### config.mk
export PLATFORM = sky130hd
export DESIGN_NAME = vt_report_response_parser
export DESIGN_NICKNAME = d
export VERILOG_FILES = /design/src/hw/rtl/vtrp_pkg.sv /design/src/hw/rtl/vtrp_num_acc.sv /design/src/hw/rtl/vtrp_parser.sv /design/src/hw/rtl/vt_report_response_parser.sv
export SDC_FILE = /design/constraint.sdc
export NUM_CORES = 1
export LEC_CHECK = 0
export ABC_CLOCK_PERIOD_IN_PS = 6200
export BUFFER_PORTS_ARGS = -buffer_cell sky130_fd_sc_hd__buf_2
export CORE_MARGIN = 10
export CORE_UTILIZATION = 60
export DETAILED_ROUTE_END_ITERATION = 10
export PLACE_DENSITY = 0.9
export SLEW_MARGIN = 20
export SYNTH_ARGS = -nofsm -noshare
export SYNTH_HDL_FRONTEND = slang
export SYNTH_SLANG_ARGS = --single-unit
### constraint.sdc
create_clock -name clk -period 6.2 [get_ports clk]
set_clock_uncertainty 0.05 [all_clocks]
set_input_delay 0.93 -clock clk [delete_from_list [all_inputs] [get_ports clk]]
set_output_delay 0.93 -clock clk [all_outputs]
set_load 0.02 [all_outputs]
### src/hw/rtl/vtrp_pkg.sv
// ----------------------------------------------------------------------------
// vtrp_pkg
// Shared types and constants for the terminal reply report parser.
// ----------------------------------------------------------------------------
package vtrp_pkg;

    localparam int VALUE_BITS_DEF = 16;
    localparam int BYTE_W         = 8;
    localparam int ROW_W          = 16;
    localparam int CAPS_W         = 17;
    localparam int M_TDATA_W      = 56;

    localparam logic [BYTE_W-1:0] CH_ESC   = 8'h1B;
    localparam logic [BYTE_W-1:0] CH_LB    = 8'h5B;
    localparam logic [BYTE_W-1:0] CH_Q     = 8'h3F;
    localparam logic [BYTE_W-1:0] CH_DA    = 8'h63;
    localparam logic [BYTE_W-1:0] CH_CPR   = 8'h52;
    localparam logic [BYTE_W-1:0] CH_SEMI  = 8'h3B;
    localparam logic [BYTE_W-1:0] CH_SP    = 8'h20;
    localparam logic [BYTE_W-1:0] CH_TAB   = 8'h09;
    localparam logic [BYTE_W-1:0] CH_CR    = 8'h0D;
    localparam logic [BYTE_W-1:0] CH_PLUS  = 8'h2B;
    localparam logic [BYTE_W-1:0] CH_MINUS = 8'h2D;
    localparam logic [BYTE_W-1:0] CH_ZERO  = 8'h30;
    localparam logic [BYTE_W-1:0] CH_NINE  = 8'h39;

    typedef enum logic [4:0] {
        PH_IDLE = 5'b00001,
        PH_ESC  = 5'b00010,
        PH_CSI  = 5'b00100,
        PH_DA   = 5'b01000,
        PH_CPR  = 5'b10000
    } phase_t;

    typedef enum logic [2:0] {
        NUM_SKIP   = 3'b001,
        NUM_DIGITS = 3'b010,
        NUM_DONE   = 3'b100
    } num_phase_t;

    typedef struct packed {
        num_phase_t phase;
        logic       negative;
    } num_state_t;

    typedef struct packed {
        logic                     kind;
        logic [ROW_W-1:0]         row;
        logic [ROW_W-1:0]         col;
        logic signed [CAPS_W-1:0] caps;
    } report_t;

endpackage

### src/hw/rtl/vtrp_num_acc.sv
// ----------------------------------------------------------------------------
// vtrp_num_acc
// One atoi-style step: whitespace skip, sign, saturating decimal accumulate.
// ----------------------------------------------------------------------------
module vtrp_num_acc
    import vtrp_pkg::*;
#(
    parameter int VALUE_BITS = VALUE_BITS_DEF
)
(
    input  logic [BYTE_W-1:0]     rx_byte,
    input  num_state_t            st_in,
    input  logic [VALUE_BITS-1:0] val_in,
    output num_state_t            st_out,
    output logic [VALUE_BITS-1:0] val_out
);

    localparam int PROD_W = VALUE_BITS + 4;
    localparam logic [PROD_W-1:0] SAT = PROD_W'({VALUE_BITS{1'b1}});

    logic              is_digit;
    logic              is_space;
    logic              take;
    logic [PROD_W-1:0] ext;
    logic [PROD_W-1:0] prod;

    assign is_digit = (rx_byte >= CH_ZERO) && (rx_byte <= CH_NINE);
    assign is_space = (rx_byte == CH_SP) || ((rx_byte >= CH_TAB) && (rx_byte <= CH_CR));
    assign ext      = PROD_W'(val_in);
    assign prod     = (ext << 3) + (ext << 1) + PROD_W'(rx_byte[3:0]);

    always_comb
    begin
        st_out = st_in;
        take   = 1'b0;
        unique case (st_in.phase)
            NUM_SKIP:
            begin
                priority if (is_space)
                begin
                    st_out.phase = NUM_SKIP;
                end
                else if (rx_byte == CH_PLUS)
                begin
                    st_out.phase = NUM_DIGITS;
                end
                else if (rx_byte == CH_MINUS)
                begin
                    st_out.phase    = NUM_DIGITS;
                    st_out.negative = 1'b1;
                end
                else if (!is_digit)
                begin
                    st_out.phase = NUM_DONE;
                end
                else
                begin
                    st_out.phase = NUM_DIGITS;
                    take         = 1'b1;
                end
            end
            NUM_DIGITS:
            begin
                if (is_digit)
                begin
                    take = 1'b1;
                end
                else
                begin
                    st_out.phase = NUM_DONE;
                end
            end
            default:
            begin
                st_out = st_in;
            end
        endcase
    end

    always_comb
    begin
        if (!take)
        begin
            val_out = val_in;
        end
        else if (prod > SAT)
        begin
            val_out = {VALUE_BITS{1'b1}};
        end
        else
        begin
            val_out = prod[VALUE_BITS-1:0];
        end
    end

endmodule

### src/hw/rtl/vtrp_parser.sv
// ----------------------------------------------------------------------------
// vtrp_parser
// Sequence state, field values and report build for one byte per cycle in which in_valid is high.
// ----------------------------------------------------------------------------
module vtrp_parser
    import vtrp_pkg::*;
#(
    parameter int VALUE_BITS = VALUE_BITS_DEF
)
(
    input  logic              clk,
    input  logic              rst_n,
    input  logic              in_valid,
    input  logic [BYTE_W-1:0] rx_byte,
    output logic              res_valid,
    output report_t           res
);

    localparam int RW = (VALUE_BITS > ROW_W) ? VALUE_BITS : ROW_W;
    localparam int CW = (VALUE_BITS > CAPS_W) ? VALUE_BITS : CAPS_W;

    phase_t                phase_reg, phase_next;
    logic                  semi_reg, semi_next;
    num_state_t            num_reg, num_next;
    logic [VALUE_BITS-1:0] first_reg, first_next;
    logic [VALUE_BITS-1:0] second_reg, second_next;
    logic                  first_neg_reg, first_neg_next;

    logic                  eff_semi;
    num_state_t            eff_num;
    logic [VALUE_BITS-1:0] eff_first;
    logic [VALUE_BITS-1:0] eff_second;
    logic                  eff_first_neg;
    logic                  cpr_body;
    logic                  hit;
    logic                  cpr_ok;
    num_state_t            acc_st;
    logic [VALUE_BITS-1:0] acc_val_in;
    logic [VALUE_BITS-1:0] acc_val;
    logic [RW-1:0]         first_ext;
    logic [RW-1:0]         second_ext;
    logic [CW-1:0]         caps_ext;
    logic [CAPS_W-1:0]     caps_mag;

    localparam num_state_t NUM_CLEAR = '{phase: NUM_SKIP, negative: 1'b0};

    // entering a body from CSI starts from cleared fields
    always_comb
    begin
        if (phase_reg == PH_CSI)
        begin
            eff_semi      = 1'b0;
            eff_num       = NUM_CLEAR;
            eff_first     = '0;
            eff_second    = '0;
            eff_first_neg = 1'b0;
        end
        else
        begin
            eff_semi      = semi_reg;
            eff_num       = num_reg;
            eff_first     = first_reg;
            eff_second    = second_reg;
            eff_first_neg = first_neg_reg;
        end
    end

    assign acc_val_in = eff_semi ? eff_second : eff_first;

    vtrp_num_acc #(
        .VALUE_BITS (VALUE_BITS)
    ) u_num_acc (
        .rx_byte (rx_byte),
        .st_in   (eff_num),
        .val_in  (acc_val_in),
        .st_out  (acc_st),
        .val_out (acc_val)
    );

    assign first_ext  = RW'(eff_first);
    assign second_ext = RW'(eff_second);
    assign caps_ext   = CW'(eff_second);
    assign caps_mag   = caps_ext[CAPS_W-1:0];
    assign cpr_ok     = eff_semi && !eff_first_neg && (eff_first != '0) &&
                        !eff_num.negative && (eff_second != '0);
    assign cpr_body   = (phase_reg == PH_CPR) || ((phase_reg == PH_CSI) && (rx_byte != CH_Q));

    always_comb
    begin
        phase_next     = phase_reg;
        semi_next      = eff_semi;
        num_next       = eff_num;
        first_next     = eff_first;
        second_next    = eff_second;
        first_neg_next = eff_first_neg;
        hit            = 1'b0;
        res            = '0;

        unique case (phase_reg)
            PH_ESC:
            begin
                if (rx_byte == CH_LB)
                begin
                    phase_next = PH_CSI;
                end
                else if (rx_byte != CH_ESC)
                begin
                    phase_next = PH_IDLE;
                end
            end
            PH_CSI:
            begin
                phase_next = (rx_byte == CH_Q) ? PH_DA : PH_CPR;
            end
            PH_DA:
            begin
                if (rx_byte == CH_DA)
                begin
                    hit      = 1'b1;
                    res.kind = 1'b1;
                    if (eff_semi)
                    begin
                        res.caps = eff_num.negative ? (CAPS_W'(0) - caps_mag) : caps_mag;
                    end
                    phase_next     = PH_IDLE;
                    semi_next      = 1'b0;
                    num_next       = NUM_CLEAR;
                    first_next     = '0;
                    second_next    = '0;
                    first_neg_next = 1'b0;
                end
                else if (!eff_semi)
                begin
                    if (rx_byte == CH_SEMI)
                    begin
                        semi_next = 1'b1;
                        num_next  = NUM_CLEAR;
                    end
                end
                else
                begin
                    num_next    = acc_st;
                    second_next = acc_val;
                end
            end
            PH_CPR:
            begin
                phase_next = PH_CPR;
            end
            default:
            begin
                phase_next = (rx_byte == CH_ESC) ? PH_ESC : PH_IDLE;
            end
        endcase

        if (cpr_body)
        begin
            if (rx_byte == CH_CPR)
            begin
                hit            = cpr_ok;
                res.kind       = 1'b0;
                res.row        = first_ext[ROW_W-1:0];
                res.col        = second_ext[ROW_W-1:0];
                res.caps       = '0;
                phase_next     = PH_IDLE;
                semi_next      = 1'b0;
                num_next       = NUM_CLEAR;
                first_next     = '0;
                second_next    = '0;
                first_neg_next = 1'b0;
            end
            else if (!eff_semi)
            begin
                if (rx_byte == CH_SEMI)
                begin
                    semi_next      = 1'b1;
                    first_neg_next = eff_num.negative;
                    num_next       = NUM_CLEAR;
                end
                else
                begin
                    num_next   = acc_st;
                    first_next = acc_val;
                end
            end
            else
            begin
                num_next    = acc_st;
                second_next = acc_val;
            end
        end
    end

    assign res_valid = in_valid && hit;

    always_ff @(posedge clk or negedge rst_n)
    begin
        if (!rst_n)
        begin
            phase_reg     <= PH_IDLE;
            semi_reg      <= 1'b0;
            num_reg       <= NUM_CLEAR;
            first_reg     <= '0;
            second_reg    <= '0;
            first_neg_reg <= 1'b0;
        end
        else if (in_valid)
        begin
            phase_reg     <= phase_next;
            semi_reg      <= semi_next;
            num_reg       <= num_next;
            first_reg     <= first_next;
            second_reg    <= second_next;
            first_neg_reg <= first_neg_next;
        end
    end

endmodule

### src/hw/rtl/vt_report_response_parser.sv
// ----------------------------------------------------------------------------
// vt_report_response_parser
// Parses cursor position and device attributes replies from a byte stream.
// Path from input transaction to report: input reg, then result reg.
// Throughput: one byte per cycle while the report side is not stalled.
// Reset: async active low; parser returns to idle, both stages empty.
// ----------------------------------------------------------------------------
module vt_report_response_parser
    import vtrp_pkg::*;
#(
    parameter int VALUE_BITS = VALUE_BITS_DEF
)
(
    input  logic                 clk,
    input  logic                 rst_n,
    input  logic                 s_tvalid,
    output logic                 s_tready,
    input  logic [BYTE_W-1:0]    s_tdata,   // [7:0] rx_byte
    output logic                 m_tvalid,
    input  logic                 m_tready,
    output logic [M_TDATA_W-1:0] m_tdata,   // [15:0] cursor_row, [31:16] cursor_col,
                                            // [48:32] attr_caps, [55:49] zero
    output logic [0:0]           m_tuser    // [0] report_kind
);

    logic              byte_valid_reg, byte_valid_next;
    logic [BYTE_W-1:0] byte_reg;
    logic              out_valid_reg, out_valid_next;
    report_t           out_reg;
    logic              out_free;
    logic              fire;
    logic              s_accept;
    logic              res_valid;
    report_t           res;

    assign out_free = !out_valid_reg || m_tready;
    assign fire     = byte_valid_reg && out_free;
    assign s_tready = !byte_valid_reg || out_free;
    assign s_accept = s_tvalid && s_tready;

    vtrp_parser #(
        .VALUE_BITS (VALUE_BITS)
    ) u_parser (
        .clk       (clk),
        .rst_n     (rst_n),
        .in_valid  (fire),
        .rx_byte   (byte_reg),
        .res_valid (res_valid),
        .res       (res)
    );

    always_comb
    begin
        byte_valid_next = byte_valid_reg;
        if (s_accept)
        begin
            byte_valid_next = 1'b1;
        end
        else if (fire)
        begin
            byte_valid_next = 1'b0;
        end

        out_valid_next = out_valid_reg;
        if (fire)
        begin
            out_valid_next = res_valid;
        end
        else if (m_tready)
        begin
            out_valid_next = 1'b0;
        end
    end

    always_ff @(posedge clk or negedge rst_n)
    begin
        if (!rst_n)
        begin
            byte_valid_reg <= 1'b0;
            out_valid_reg  <= 1'b0;
        end
        else
        begin
            byte_valid_reg <= byte_valid_next;
            out_valid_reg  <= out_valid_next;
        end
    end

    always_ff @(posedge clk)
    begin
        if (s_accept)
        begin
            byte_reg <= s_tdata;
        end
        if (fire && res_valid)
        begin
            out_reg <= res;
        end
    end

    assign m_tvalid = out_valid_reg;
    assign m_tuser  = out_reg.kind;
    assign m_tdata  = {(M_TDATA_W - 2 * ROW_W - CAPS_W)'(0), out_reg.caps, out_reg.col, out_reg.row};

    a_ready_when_free: assert property (@(posedge clk) disable iff (!rst_n)
        (!m_tvalid || m_tready) |-> s_tready)
        else $error("input stalled while result stage free");

    a_no_invented_result: assert property (@(posedge clk) disable iff (!rst_n)
        (!fire && !m_tvalid) |=> !m_tvalid)
        else $error("result appeared without a processed byte");

    a_attr_zero_cursor: assert property (@(posedge clk) disable iff (!rst_n)
        (m_tvalid && m_tuser[0]) |-> (m_tdata[31:0] == 32'd0))
        else $error("attribute report carries cursor fields");

    a_cursor_zero_caps: assert property (@(posedge clk) disable iff (!rst_n)
        (m_tvalid && !m_tuser[0]) |-> (m_tdata[48:32] == 17'd0))
        else $error("cursor report carries caps field");

endmodule

Word-level counts from Yosys, hierarchy flattened
Cells that the tools add are included.

Register bits after elaboration: 103. Logic and storage cells: 142. Bits of input ports: 12. Output and inout port bits: 59.

Reduce and logical (&&, ||, !) cells: 24. Order comparisons: 5. Equal/unequal tests: 17. Mux-type cells: 79. Add/sub/neg operators: 3.

Operators with widths (number): $mux 16 (17); $mux 50 (2); $mux 17 (4); $eq 8x6->1 const B (5); $mux 4 (9); $mux 1 (32); $reduce_bool 16->1 (2); $mux 5 (6); $eq 8x7->1 const B (3); $add 19x17->20 (1); $add 20x4->20 (1); $gt 20x16->1 const B (1); $pmux 5 s4 (1); $sub 1x16->17 const A (1); $mux 3 (5); $logic_and 1x1->1 (11); $eq 8x5->1 const B (1); $ge 8x4->1 const B (1); $ge 8x6->1 const B (1); $le 8x4->1 const B (1); $le 8x6->1 const B (1); $ne 8x5->1 const B (1); $ne 8x6->1 const B (1); $pmux 3 s2 (1); other kinds (12) (19).

Longest topological paths before layout
Gate-level depths: netlist (run 1).

Depth after elaboration: 14. Depth in mapped cells: 18. Gate-level depth less buffers: 15.

Modules after synthesis
A second synthesis (run 1) with hierarchy kept.

Cells, all modules: 580. Area, all modules: 6357.3 µm².

Modules (own cells, without submodules): vtrp_parser (cells an instance 338, instances 1, area each 3069.2 µm², sequential area each 1078.5 µm²); vt_report_response_parser (cells an instance 76, instances 1, area each 1909.3 µm², sequential area each 1791.7 µm²); vtrp_num_acc (cells an instance 166, instances 1, area each 1378.8 µm², sequential area each 0.0 µm²).

Worst setup path before layout (run 1)
OpenSTA, ideal clock, no wires.

Kind: register to register. From: register byte_reg[2]. To: register out_reg, in the netlist m_tdata[0], enable pin. Path slack: 1.675 ns. Period minus slack after synthesis: 4.525 ns. Required time: 5.692 ns. Library setup time: 0.458 ns. Path buffers: 1. Stages on the path, launching flop included: 8. Arrival time: 4.017 ns. Path through: edfxtp_1 nand2b_1 or3_1 or3_1 nor2_1 buf_2 a41oi_1 nor2_1.

Cells in the longest elaborated chain, start to end: 7. Elaborated cells on any way between the ends: 11. Classes of those cells: eq/ne: 3; mux: 4; reduce/logical: 4.

RTL lines: start: declaration (RTL line vt_report_response_parser.sv:27) `logic [BYTE_W-1:0] byte_reg;`; start signal: assignment (RTL line vt_report_response_parser.sv:93) `byte_reg <= s_tdata;`; $eq 8x7->1 (RTL line vtrp_parser.sv:117) `if (rx_byte == CH_DA)`; $mux 1 (RTL line vtrp_parser.sv:117); $mux 1 (RTL line vtrp_parser.sv:99) `unique case (phase_reg)`; $mux 1 (RTL line vtrp_parser.sv:158) `if (rx_byte == CH_CPR)`; $mux 1 (*) (RTL line vtrp_parser.sv:156) `if (cpr_body)`; $logic_and 1x1->1 (*) (RTL line vtrp_parser.sv:194) `assign res_valid = in_valid && hit;`; $logic_and 1x1->1 (*) (RTL line vt_report_response_parser.sv:95) `if (fire && res_valid)`; end signal: assignment (RTL line vt_report_response_parser.sv:97) `out_reg <= res;`; end: declaration (RTL line vt_report_response_parser.sv:29) `report_t out_reg;`.

Every way passes the cells marked *; elsewhere a longest branch is shown, timed or not. A chain may end at the register's enable or synchronous reset.

Worst setup path in the final report (run 1)
From: register u_parser.phase_reg[4]. To: register u_parser.first_reg[14].

Cells in the longest elaborated chain, start to end: 12. Elaborated cells on any way between the ends: 24. Classes of those cells: add/sub: 2; order compare: 1; eq/ne: 5; mux: 14; reduce/logical: 2.

RTL lines: start: declaration (RTL line vtrp_parser.sv:22) `phase_t phase_reg, phase_next;`; start signal: assignment (RTL line vtrp_parser.sv:209) `phase_reg <= phase_next;`; $eq 5x3->1 (RTL line vtrp_parser.sv:50, vtrp_parser.sv:86); $mux 16 / $mux 1 (equally long branches) (RTL line vtrp_parser.sv:50) `if (phase_reg == PH_CSI)`; $mux 16 (RTL line vtrp_parser.sv:68) `assign acc_val_in = eff_semi ? eff_second : eff_first;`; $add 19x17->20 (RTL line vtrp_num_acc.sv:30) `assign prod = (ext << 3) + (ext << 1) + PROD_W'(rx_byte[3:0]);`; $add 20x4->20 (RTL line vtrp_num_acc.sv:30); $gt 20x16->1 (RTL line vtrp_num_acc.sv:86) `else if (prod > SAT)`; $mux 16 (RTL line vtrp_num_acc.sv:86); $mux 16 (RTL line vtrp_num_acc.sv:82) `if (!take)`; $mux 16 (RTL line vtrp_parser.sv:174) `if (rx_byte == CH_SEMI)`; $mux 16 (RTL line vtrp_parser.sv:172) `else if (!eff_semi)`; $mux 16 (RTL line vtrp_parser.sv:158); $mux 16 (*) (RTL line vtrp_parser.sv:156); end signal: assignment (RTL line vtrp_parser.sv:212) `first_reg <= first_next;`; end: declaration (RTL line vtrp_parser.sv:25) `logic [VALUE_BITS-1:0] first_reg, first_next;`.

Marks and branches as above.

==> impl_metrics.yaml, run 1 <==
power_and_ir_drop:
  p_int_uw: 1011
  power_frac_seq: 0.565
  switchingPower_uw: 290.4
  p_leak_uw: 0.002948
  pwr-share-comb: 0.042
  p_per_area_nw_per_um2: 180.0
  clkPwrFrac: 0.393
  power.total_uw: 1301
  swShare: 0.2232
  vdd_drop_max_mv: 0.1043
critical_path:
  endpoint_kind: "register"
  max_stage_delay_ps: 500
  worst_path_most_repeated_cell: "ha_1"
  required_ps: 6430
  path_class: "register to register"
  cp_max_fo: 22
  slowest_stage: "nor4b_2"
  start_kind: "register"
  arrival_ps: 5090
  cp_cell_sequence: "nor4b_2, and2_1, buf_4, nor2_1, ha_1, ha_1, a21o_1, a221o_1, a221o_2, a21oi_4, xor2_4, nand4_4, o22a_1, a22o_1"
floorplan:
  die-area_um2: 15850
  core_region_area_um2: 10890
  initial_core_util: 0.6178
  rows: 38
  boundaryPins: 71
  chipWidth_um: 125.9
  die_y_um: 125.9
clocking:
  h-tree-depth: 3
  cts_root_buf: "clkbuf_8"
  cts_buffer_depth: 2
  cts_setup_buffers: 0
  cts_resized: 0
  path_clk_slew_ps: 100
  numCtsBuffers: 9
  cts_tree: "yes"
  insertion_delay_ps: 380
  holdBufCountCts: 0
  clock-sinks: 103
timing:
  worst_slack_ps: 1343
  worst_pin_slew_ps: 1107
  setup_viol: 0
  setup_tns_ps: 0
  hold_viol: 0
  slew_violations: 0
  period_share: 0.7834
  fmax_mhz: 205.9
  max-slew-margin-rel: 0.2596
  min_period_ps: 4857
  rsz0062_at_grt: "no"
cells_and_area:
  fin_cells: 867
  design_area_um2: 7228
  largest_reg_flops: 49
  area_delta_synth_final_pct: 7.459
  nets: 768
  drive_gt1_frac: 0.1664
  n_antenna_cell: 0
yosys:
  synth.area.top_cells: "edfxtp_1 (26%), dfrtp_1 (16%), ha_1 (6.0%)"
  yosysSeqAreaShare: 0.4267
  synth_most_common_cell: "nand2_1"
  synth_top_area_frac: 0.2589
  synth_edf_count: 58
  synth-seq-cells: 103
  synth_flop_cell: "edfxtp_1"
  ys_warn_count: 0
  syn_inst: 691
  synth_cell_types: 76
  yosys.area.top_type: "edfxtp_1"
  async_reset_ff_frac: 0.4369
  avgSynthCellArea_um2: 9.734
  synthTopCellsByCount: "nand2_1 (96), edfxtp_1 (58), nor2_1 (54)"
  syn_area_um2: 6726
route:
  drc: 0
  dr.pass1.iters: 9
  wirelength_um: 18590
  antenna_left: 0
  first_iter_violations: 905
  wire_per_inst_um: 21.44
  dr_total_vias: 5908
  viasPerCell: 6.814
placed_design:
  pre_cts_ws_ps: 1432
  io_buffers: 63
  post-dp-hpwl_um: 13240
  dp.cells: 850
  placed_area_um2: 6954
  place.gp.congestion: 0.9806
run_status:
  status: "complete, no violations"
grt:
  grt_overflow: 0
  grt_pass1_vias: 5713
  grt_first_pass_wirelength_um: 30190
  antenna_found_initial: 0
  grt_usage: 0.2282
  grt_max_degree: 54
min_path:
  hold_class: "register to register"
run:
  drv_cap: 0
[cell usage in the layout, fill, tap and decap left out, types with 7 or more instances in the layout]
master	n
nand2_1	96
buf_2	62
edfxtp_1	58
nor2_1	53
dfrtp_1	43
a21oi_1	36
and3_1	32
ha_1	32
o221ai_1	28
o21ai_0	27
mux2i_1	17
xor2_1	14
o21ai_1	14
nand2b_1	12
xnor2_1	11
nor3_1	11
inv_1	10
a21o_1	10
nor3_2	9
clkbuf_8	9
or3_1	8
buf_4	8
nor4_1	7
nand3_1	7
o31ai_1	7
conb_1	7
[metrics by stage]
stage	hold slack [ps]	util
after floorplan	396.2	-
after global placement	420.3	0.6387
after detailed placement	433.7	0.6387
after CTS	447.5	0.6610
after global routing	461.8	0.6639
final	453.1	0.6639
[final timing paths]
check	from	end	slack, ps	cells after the start
worst min-delay path	u_parser.num_reg[1]$_DFFE_PN1P_	u_parser.num_reg[1]$_DFFE_PN1P_	450	2
min in group asynchronous	rst_n	u_parser.phase_reg[2]$_DFFE_PN0P_	490	1
worst min register to register	u_parser.num_reg[1]$_DFFE_PN1P_	u_parser.num_reg[1]$_DFFE_PN1P_	450	2
max in group asynchronous	rst_n	u_parser.first_reg[7]$_DFFE_PN0P_	5170	1
worst max register to register	u_parser.phase_reg[4]$_DFFE_PN0P_	u_parser.first_reg[14]$_DFFE_PN0P_	1340	14
worst max-delay path	u_parser.phase_reg[4]$_DFFE_PN0P_	u_parser.first_reg[14]$_DFFE_PN0P_	1340	14
[kinds of logic (layout without fill, tap and decap cells)]
| kind of cell | count (synthesis) | count (layout) | share of synthesized area |
|---|---|---|---|
| multiplexers | 17 | 17 | 0.02530 |
| AND/OR/NAND/NOR | 274 | 274 | 0.2126 |
| buffers and inverters | 67 | 97 | 0.05692 |
| flip-flops | 103 | 103 | 0.4267 |
| other | 1 | 7 | 0.0005575 |
| AO/OA/AOI/OAI | 169 | 169 | 0.1758 |
| adder cells (fa/ha/maj) | 34 | 34 | 0.06548 |
| XOR/XNOR | 26 | 26 | 0.03664 |
[cell type report]
class	count	area (um^2)
well taps	140	175.2
flip-flops and latches	103	2870
inverters	10	37.54
clock buffers	9	123.9
repair buffers	71	390.4
multi-input cells	527	3512
fillers	816	3660
clock inverters	7	118.9
[routing by layer]
metal	vias up	part of all wire	global-route usage
met5	-	0	0
met4	0	0.040	0.1085
met2	489	0.47	0.3649
li1	2619	-	-
met1	2722	0.37	0.2901
met3	78	0.12	0.04656
[power groups by stage]
stage               sequential, uW  clock, uW  combinational, uW
global route                   736        537               59.7
floorplan                      744          0               42.8
CTS                            735        507               52.9
detailed placement             749          0               52.5
finish                         736        511               54.3
global placement               749          0               49.7
[critical path: cells and delay by family, from the launching register on]
kind	cells	cell delay [ps]
and+or+nand+nor	4	1290
buffers and inverters	1	290
xor gates and xnor gates	1	230
AOI/OAI and AO/OA	6	1770
adders and majority gates	2	680
DFF	1	450
(Power assumes the default switching activity.)
==> inputs of run 2 (changes only) <==
--- a/config.mk
+++ b/config.mk
@@ -5,12 +5,12 @@
 export SDC_FILE = /design/constraint.sdc
 export NUM_CORES = 1
 export LEC_CHECK = 0
-export ABC_CLOCK_PERIOD_IN_PS = 6200
+export ABC_CLOCK_PERIOD_IN_PS = 4000
 export BUFFER_PORTS_ARGS = -buffer_cell sky130_fd_sc_hd__buf_2
 export CORE_MARGIN = 10
-export CORE_UTILIZATION = 60
+export CORE_UTILIZATION = 54
 export DETAILED_ROUTE_END_ITERATION = 10
-export PLACE_DENSITY = 0.9
+export PLACE_DENSITY = 0.86
 export SLEW_MARGIN = 20
 export SYNTH_ARGS = -nofsm -noshare
 export SYNTH_HDL_FRONTEND = slang
==> constraint.sdc (replaced) <==
create_clock -name clk -period 4 [get_ports clk]
set_clock_uncertainty 0.05 [all_clocks]
set_input_delay 0.6 -clock clk [delete_from_list [all_inputs] [get_ports clk]]
set_output_delay 0.6 -clock clk [all_outputs]
set_load 0.02 [all_outputs]
==> impl_metrics.yaml, run 2 (synthesized netlist as in run 1, its figures left out) <==
timing:
  min_period_ps: 4074
  period_share: 1.018
  slew_violations: 0
  rsz0062_at_grt: "yes"
  fmax_mhz: 245.5
  worst_slack_ps: -73.59
  hold_viol: 0
  hold_ws_ps: 206.8
  worst_pin_slew_ps: 1170
  setup_viol: 15
  setup_tns_ps: -341.0
  max-slew-margin-rel: 0.2183
floorplan:
  rows: 40
  die-area_um2: 17320
  die_y_um: 131.6
  initial_core_util: 0.5554
  core_region_area_um2: 12110
  chipWidth_um: 131.6
  boundaryPins: 71
placed_design:
  place.gp.congestion: 0.9650
  pre_cts_ws_ps: -208.9
  io_buffers: 63
  placed_area_um2: 7577
  post-dp-hpwl_um: 14110
clocking:
  insertion_delay_ps: 350
  cts_root_buf: "clkbuf_16"
  h-tree-depth: 3
  path_clk_slew_ps: 70
  holdBufCountCts: 0
  cts_tree: "yes"
  cts_buffer_depth: 2
  clock-sinks: 103
  numCtsBuffers: 9
critical_path:
  slowest_stage: "dfrtp_1"
  cp_max_fo: 8
  max_stage_delay_ps: 410
  endpoint_kind: "register"
  arrival_ps: 4240
  path_class: "register to register"
  worst_path_most_repeated_cell: "ha_4"
  cp_cell_sequence: "nor4b_4, and2_4, buf_6, nor2_4, ha_4, ha_4, fa_2, a21o_2, a221o_1, a221o_2, a21oi_4, xor2_4, nand4_4, buf_12, o211ai_1, a21oi_1"
  start_kind: "register"
  required_ps: 4170
power_and_ir_drop:
  p_leak_uw: 0.003323
  power.total_uw: 2077
  vdd_drop_max_mv: 0.2052
  p_per_area_nw_per_um2: 255.7
cells_and_area:
  final_common_cell: "nand2_1"
  nets: 833
  mostFrequentLayoutCells: "nand2_1 (96), buf_4 (68), buf_2 (62), edfxtp_1 (58), nor2_1 (50)"
  area_delta_synth_final_pct: 20.80
  drive_gt1_frac: 0.2765
  n_antenna_cell: 0
  design_area_um2: 8125
  largest_reg_flops: 49
route:
  dr_total_vias: 6120
  wirelength_um: 19680
  wire_per_inst_um: 20.49
  first_iter_violations: 720
  viasPerCell: 6.375
  dr.pass1.iters: 5
  antenna_left: 0
  drc: 0
min_path:
  hold_class: "input pin to async pin"
grt:
  antenna_found_initial: 0
  grt_usage: 0.2131
  grt_first_pass_wirelength_um: 30690
  grt_max_degree: 51
  grt_pass1_vias: 5933
  grt_overflow: 0
run_status:
  violations: "setup timing"
  status: "finished, violations left"
run:
  drv_cap: 0
-- run 2: cell types whose count changed in the layout (fill, tap and decap cells not counted), moves of 6 or more --
cell       before  now
buf_4           8   68
o221ai_1       28   15
o221ai_2        0   12
clkbuf_16       0    9
clkbuf_8        9    0
nor3_4          1    8
ha_1           32   26
ha_4            0    6
-- run 2: final timing paths --
kind                                                        start                             endpoint  slack (ps)  cells after the start
min in group clk                                       s_tdata[6]                byte_reg[6]$_DFFE_PP_         360                      1
worst max register to register  u_parser.phase_reg[1]$_DFFE_PN0P_  u_parser.second_reg[13]$_DFFE_PN0P_         -70                     16
worst min-delay path                                        rst_n           byte_valid_reg$_DFFE_PN0P_         210                      1
max in group asynchronous                                   rst_n    u_parser.phase_reg[4]$_DFFE_PN0P_        3250                      1
worst max-delay path            u_parser.phase_reg[1]$_DFFE_PN0P_  u_parser.second_reg[13]$_DFFE_PN0P_         -70                     16
worst min register to register    u_parser.num_reg[1]$_DFFE_PN1P_      u_parser.num_reg[1]$_DFFE_PN1P_         440                      2
-- run 2: repair_timing --
action	in CTS	in global routing
buffers inserted	3	5
pin swaps	21	21
cloned	1	0
endpoints found under the setup margin	32	32
gates resized for setup	18	16
-- run 2: routing by layer --
metal,vias up,wire (um),global-route usage
met5,-,0,0
met4,0,889,0.1304
met3,72,1881,0.03811
met2,383,9164,0.3381
met1,2919,7740,0.2645
li1,2746,-,-
-- run 2: stage by stage --
stage,util,instances
global placement,0.6256,936
global route,0.6709,960
floorplan,-,697
CTS,0.6601,956
finish,0.6709,960
detailed placement,0.6256,936
-- run 2: power breakdown --
part,switching (uW),leakage (uW),internal [uW]
clock,406,0.000137,430
sequential,12.5,0.00104,1120
combinational,69.3,0.00215,35.8
-- run 2: critical path, delay by kind of cell (launching register included) --
kind | cells | cell delay [ps]
xor+xnor | 1 | 190
simple gates | 4 | 810
fa+ha+maj | 3 | 760
compound gates | 6 | 1400
flops | 1 | 410
buf+inv | 2 | 320
-- run 2: layout make-up --
cell class                 count  area (um^2)
fill                         896         3986
clock buffer                   9        225.2
tap                          168        210.2
sequential                   103         2872
inverter                      10        37.54
multi-input combinational    527         3797
clock inverter                 7        56.30
timing repair buffer         136        927.1
==> inputs of run 3 (changes only) <==
--- a/config.mk
+++ b/config.mk
@@ -7,8 +7,10 @@
 export LEC_CHECK = 0
 export ABC_CLOCK_PERIOD_IN_PS = 4000
 export BUFFER_PORTS_ARGS = -buffer_cell sky130_fd_sc_hd__buf_2
+export CELL_PAD_IN_SITES_DETAIL_PLACEMENT = 1
+export CELL_PAD_IN_SITES_GLOBAL_PLACEMENT = 1
 export CORE_MARGIN = 10
-export CORE_UTILIZATION = 54
+export CORE_UTILIZATION = 42
 export DETAILED_ROUTE_END_ITERATION = 10
 export PLACE_DENSITY = 0.86
 export SLEW_MARGIN = 20
==> impl_metrics.yaml, run 3 (synthesized netlist as in run 1, its figures left out) <==
critical_path:
  arrival_ps: 4440
  path_class: "register to register"
  required_ps: 4170
  rr_startpoint: "u_parser.semi_reg$_DFFE_PN0P_"
  reg2reg_setup_slack_ps: -270
  cp_max_fo: 13
  r2r-end: "u_parser.second_reg[2]$_DFFE_PN0P_"
  start_kind: "register"
  r2r_cells: 14
  endpoint_kind: "register"
grt:
  grt_first_pass_wirelength_um: 40260
  grt_max_degree: 51
  grt_pass1_vias: 6836
  antenna_found_initial: 0
  grt_overflow: 0
  grt_usage: 0.2329
power_and_ir_drop:
  pwr-share-comb: 0.058
  power.total_uw: 2220
  swShare: 0.2509
  p_leak_uw: 0.003497
  power_frac_seq: 0.513
  p_per_area_nw_per_um2: 260.4
  vdd_drop_max_mv: 0.2267
  p_int_uw: 1663
  switchingPower_uw: 557.0
  clkPwrFrac: 0.429
timing:
  hold_viol: 0
  period_share: 1.068
  fmax_mhz: 234.2
  max-slew-margin-rel: 0.3443
  worst_slack_ps: -270.3
  slew_violations: 0
  setup_viol: 32
  min_period_ps: 4270
  hold_ws_ps: 221.6
  setup_tns_ps: -3799
  rsz0062_at_grt: "yes"
  worst_pin_slew_ps: 974.5
floorplan:
  die-area_um2: 21480
  core_region_area_um2: 15770
  initial_core_util: 0.4265
  boundaryPins: 71
  rows: 46
  die_y_um: 146.6
  chipWidth_um: 146.6
route:
  dr.pass1.iters: 7
  viasPerCell: 6.570
  wirelength_um: 28150
  first_iter_violations: 913
  dr_total_vias: 6761
  wire_per_inst_um: 27.36
  drc: 0
  antenna_left: 0
cells_and_area:
  drive_gt1_frac: 0.3100
  n_antenna_cell: 0
  fin_cells: 1029
  largest_reg_flops: 49
  nets: 854
  mostFrequentLayoutCells: "nand2_1 (95), buf_4 (85), buf_2 (62), edfxtp_1 (58), nor2_1 (47)"
  final_common_cell: "nand2_1"
  area_delta_synth_final_pct: 26.77
  design_area_um2: 8527
run:
  drv_cap: 0
clocking:
  path_clk_slew_ps: 80
  insertion_delay_ps: 360
  cts_root_buf: "clkbuf_16"
  cts_buffer_depth: 2
  holdBufCountCts: 0
  h-tree-depth: 3
  clock-sinks: 103
  numCtsBuffers: 9
  cts_tree: "yes"
placed_design:
  place.gp.congestion: 0.9076
  dp.cells: 996
  placed_area_um2: 7740
  io_buffers: 63
  post-dp-hpwl_um: 17310
min_path:
  hold_class: "input pin to async pin"
run_status:
  violations: "setup timing"
  status: "finished, violations left"
run 3: repair_timing:
| item | 4_1_cts | 5_1_grt |
|---|---|---|
| pin swaps | 30 | 28 |
| gates cloned | 2 | 0 |
| resized for setup | 25 | 29 |
| setup endpoints to repair | 32 | 32 |
| endpoints found under the hold margin | 0 | 0 |
| buffers inserted | 9 | 8 |
run 3: area by class of cell:
class,instances,area [um^2]
tap,216,270.3
clock inverter,6,77.57
timing repair buffer,157,1131
inverter,10,37.54
multi-input combinational,527,3911
clock buffer,10,229.0
sequential,103,2870
fill,1778,7243
run 3: power groups by stage:
stage | logic, uW | registers [uW] | clock network (uW)
after global routing | 135 | 1140 | 979
after global placement | 98.5 | 1160 | 0
after floorplan | 69.2 | 1150 | 0
after CTS | 114 | 1140 | 935
after detailed placement | 104 | 1160 | 0
final | 129 | 1140 | 952
run 3: through the flow:
step	setup slack, ps	util
floorplan	-126.0	-
global placement	-1.946	0.4908
detailed placement	-222.3	0.4908
CTS	-111.0	0.5261
global route	-453.0	0.5407
finish	-270.3	0.5407
run 3: layer usage:
layer	share of wire	track usage	wire [um]	vias to the layer above
met5	0	0	0	-
met4	0.064	0.1201	1804	0
met3	0.094	0.04728	2644	174
met2	0.48	0.4008	13470	481
met1	0.36	0.2680	10230	3327
li1	-	-	-	2779
run 3: worst max-delay path, stage by stage, from the launching register on:
cell	delay (ps)
dfrtp_1	550
buf_6	280
mux2i_1	370
nor2_1	130
ha_1	310
ha_1	360
and3_1	180
a221o_1	330
a221o_2	380
a21oi_4	190
xor2_4	230
nand4_4	170
buf_12	200
nor3_4	240
o21ai_1	140
run 3: worst max-delay path by stage:
stage	start	to	cells after the start
3_5_place_dp	u_parser.phase_reg[1]$_DFFE_PN0P_	u_parser.second_reg[5]$_DFFE_PN0P_	16
6_report	u_parser.semi_reg$_DFFE_PN0P_	u_parser.second_reg[2]$_DFFE_PN0P_	14
5_1_grt	u_parser.phase_reg[0]$_DFFE_PN1P_	u_parser.second_reg[2]$_DFFE_PN0P_	16
4_1_cts	u_parser.phase_reg[0]$_DFFE_PN1P_	u_parser.first_reg[14]$_DFFE_PN0P_	15
2_1_floorplan	u_parser.phase_reg[0]$_DFFE_PN1P_	u_parser.first_reg[14]$_DFFE_PN0P_	17
3_3_place_gp	u_parser.phase_reg[0]$_DFFE_PN1P_	u_parser.second_reg[13]$_DFFE_PN0P_	17
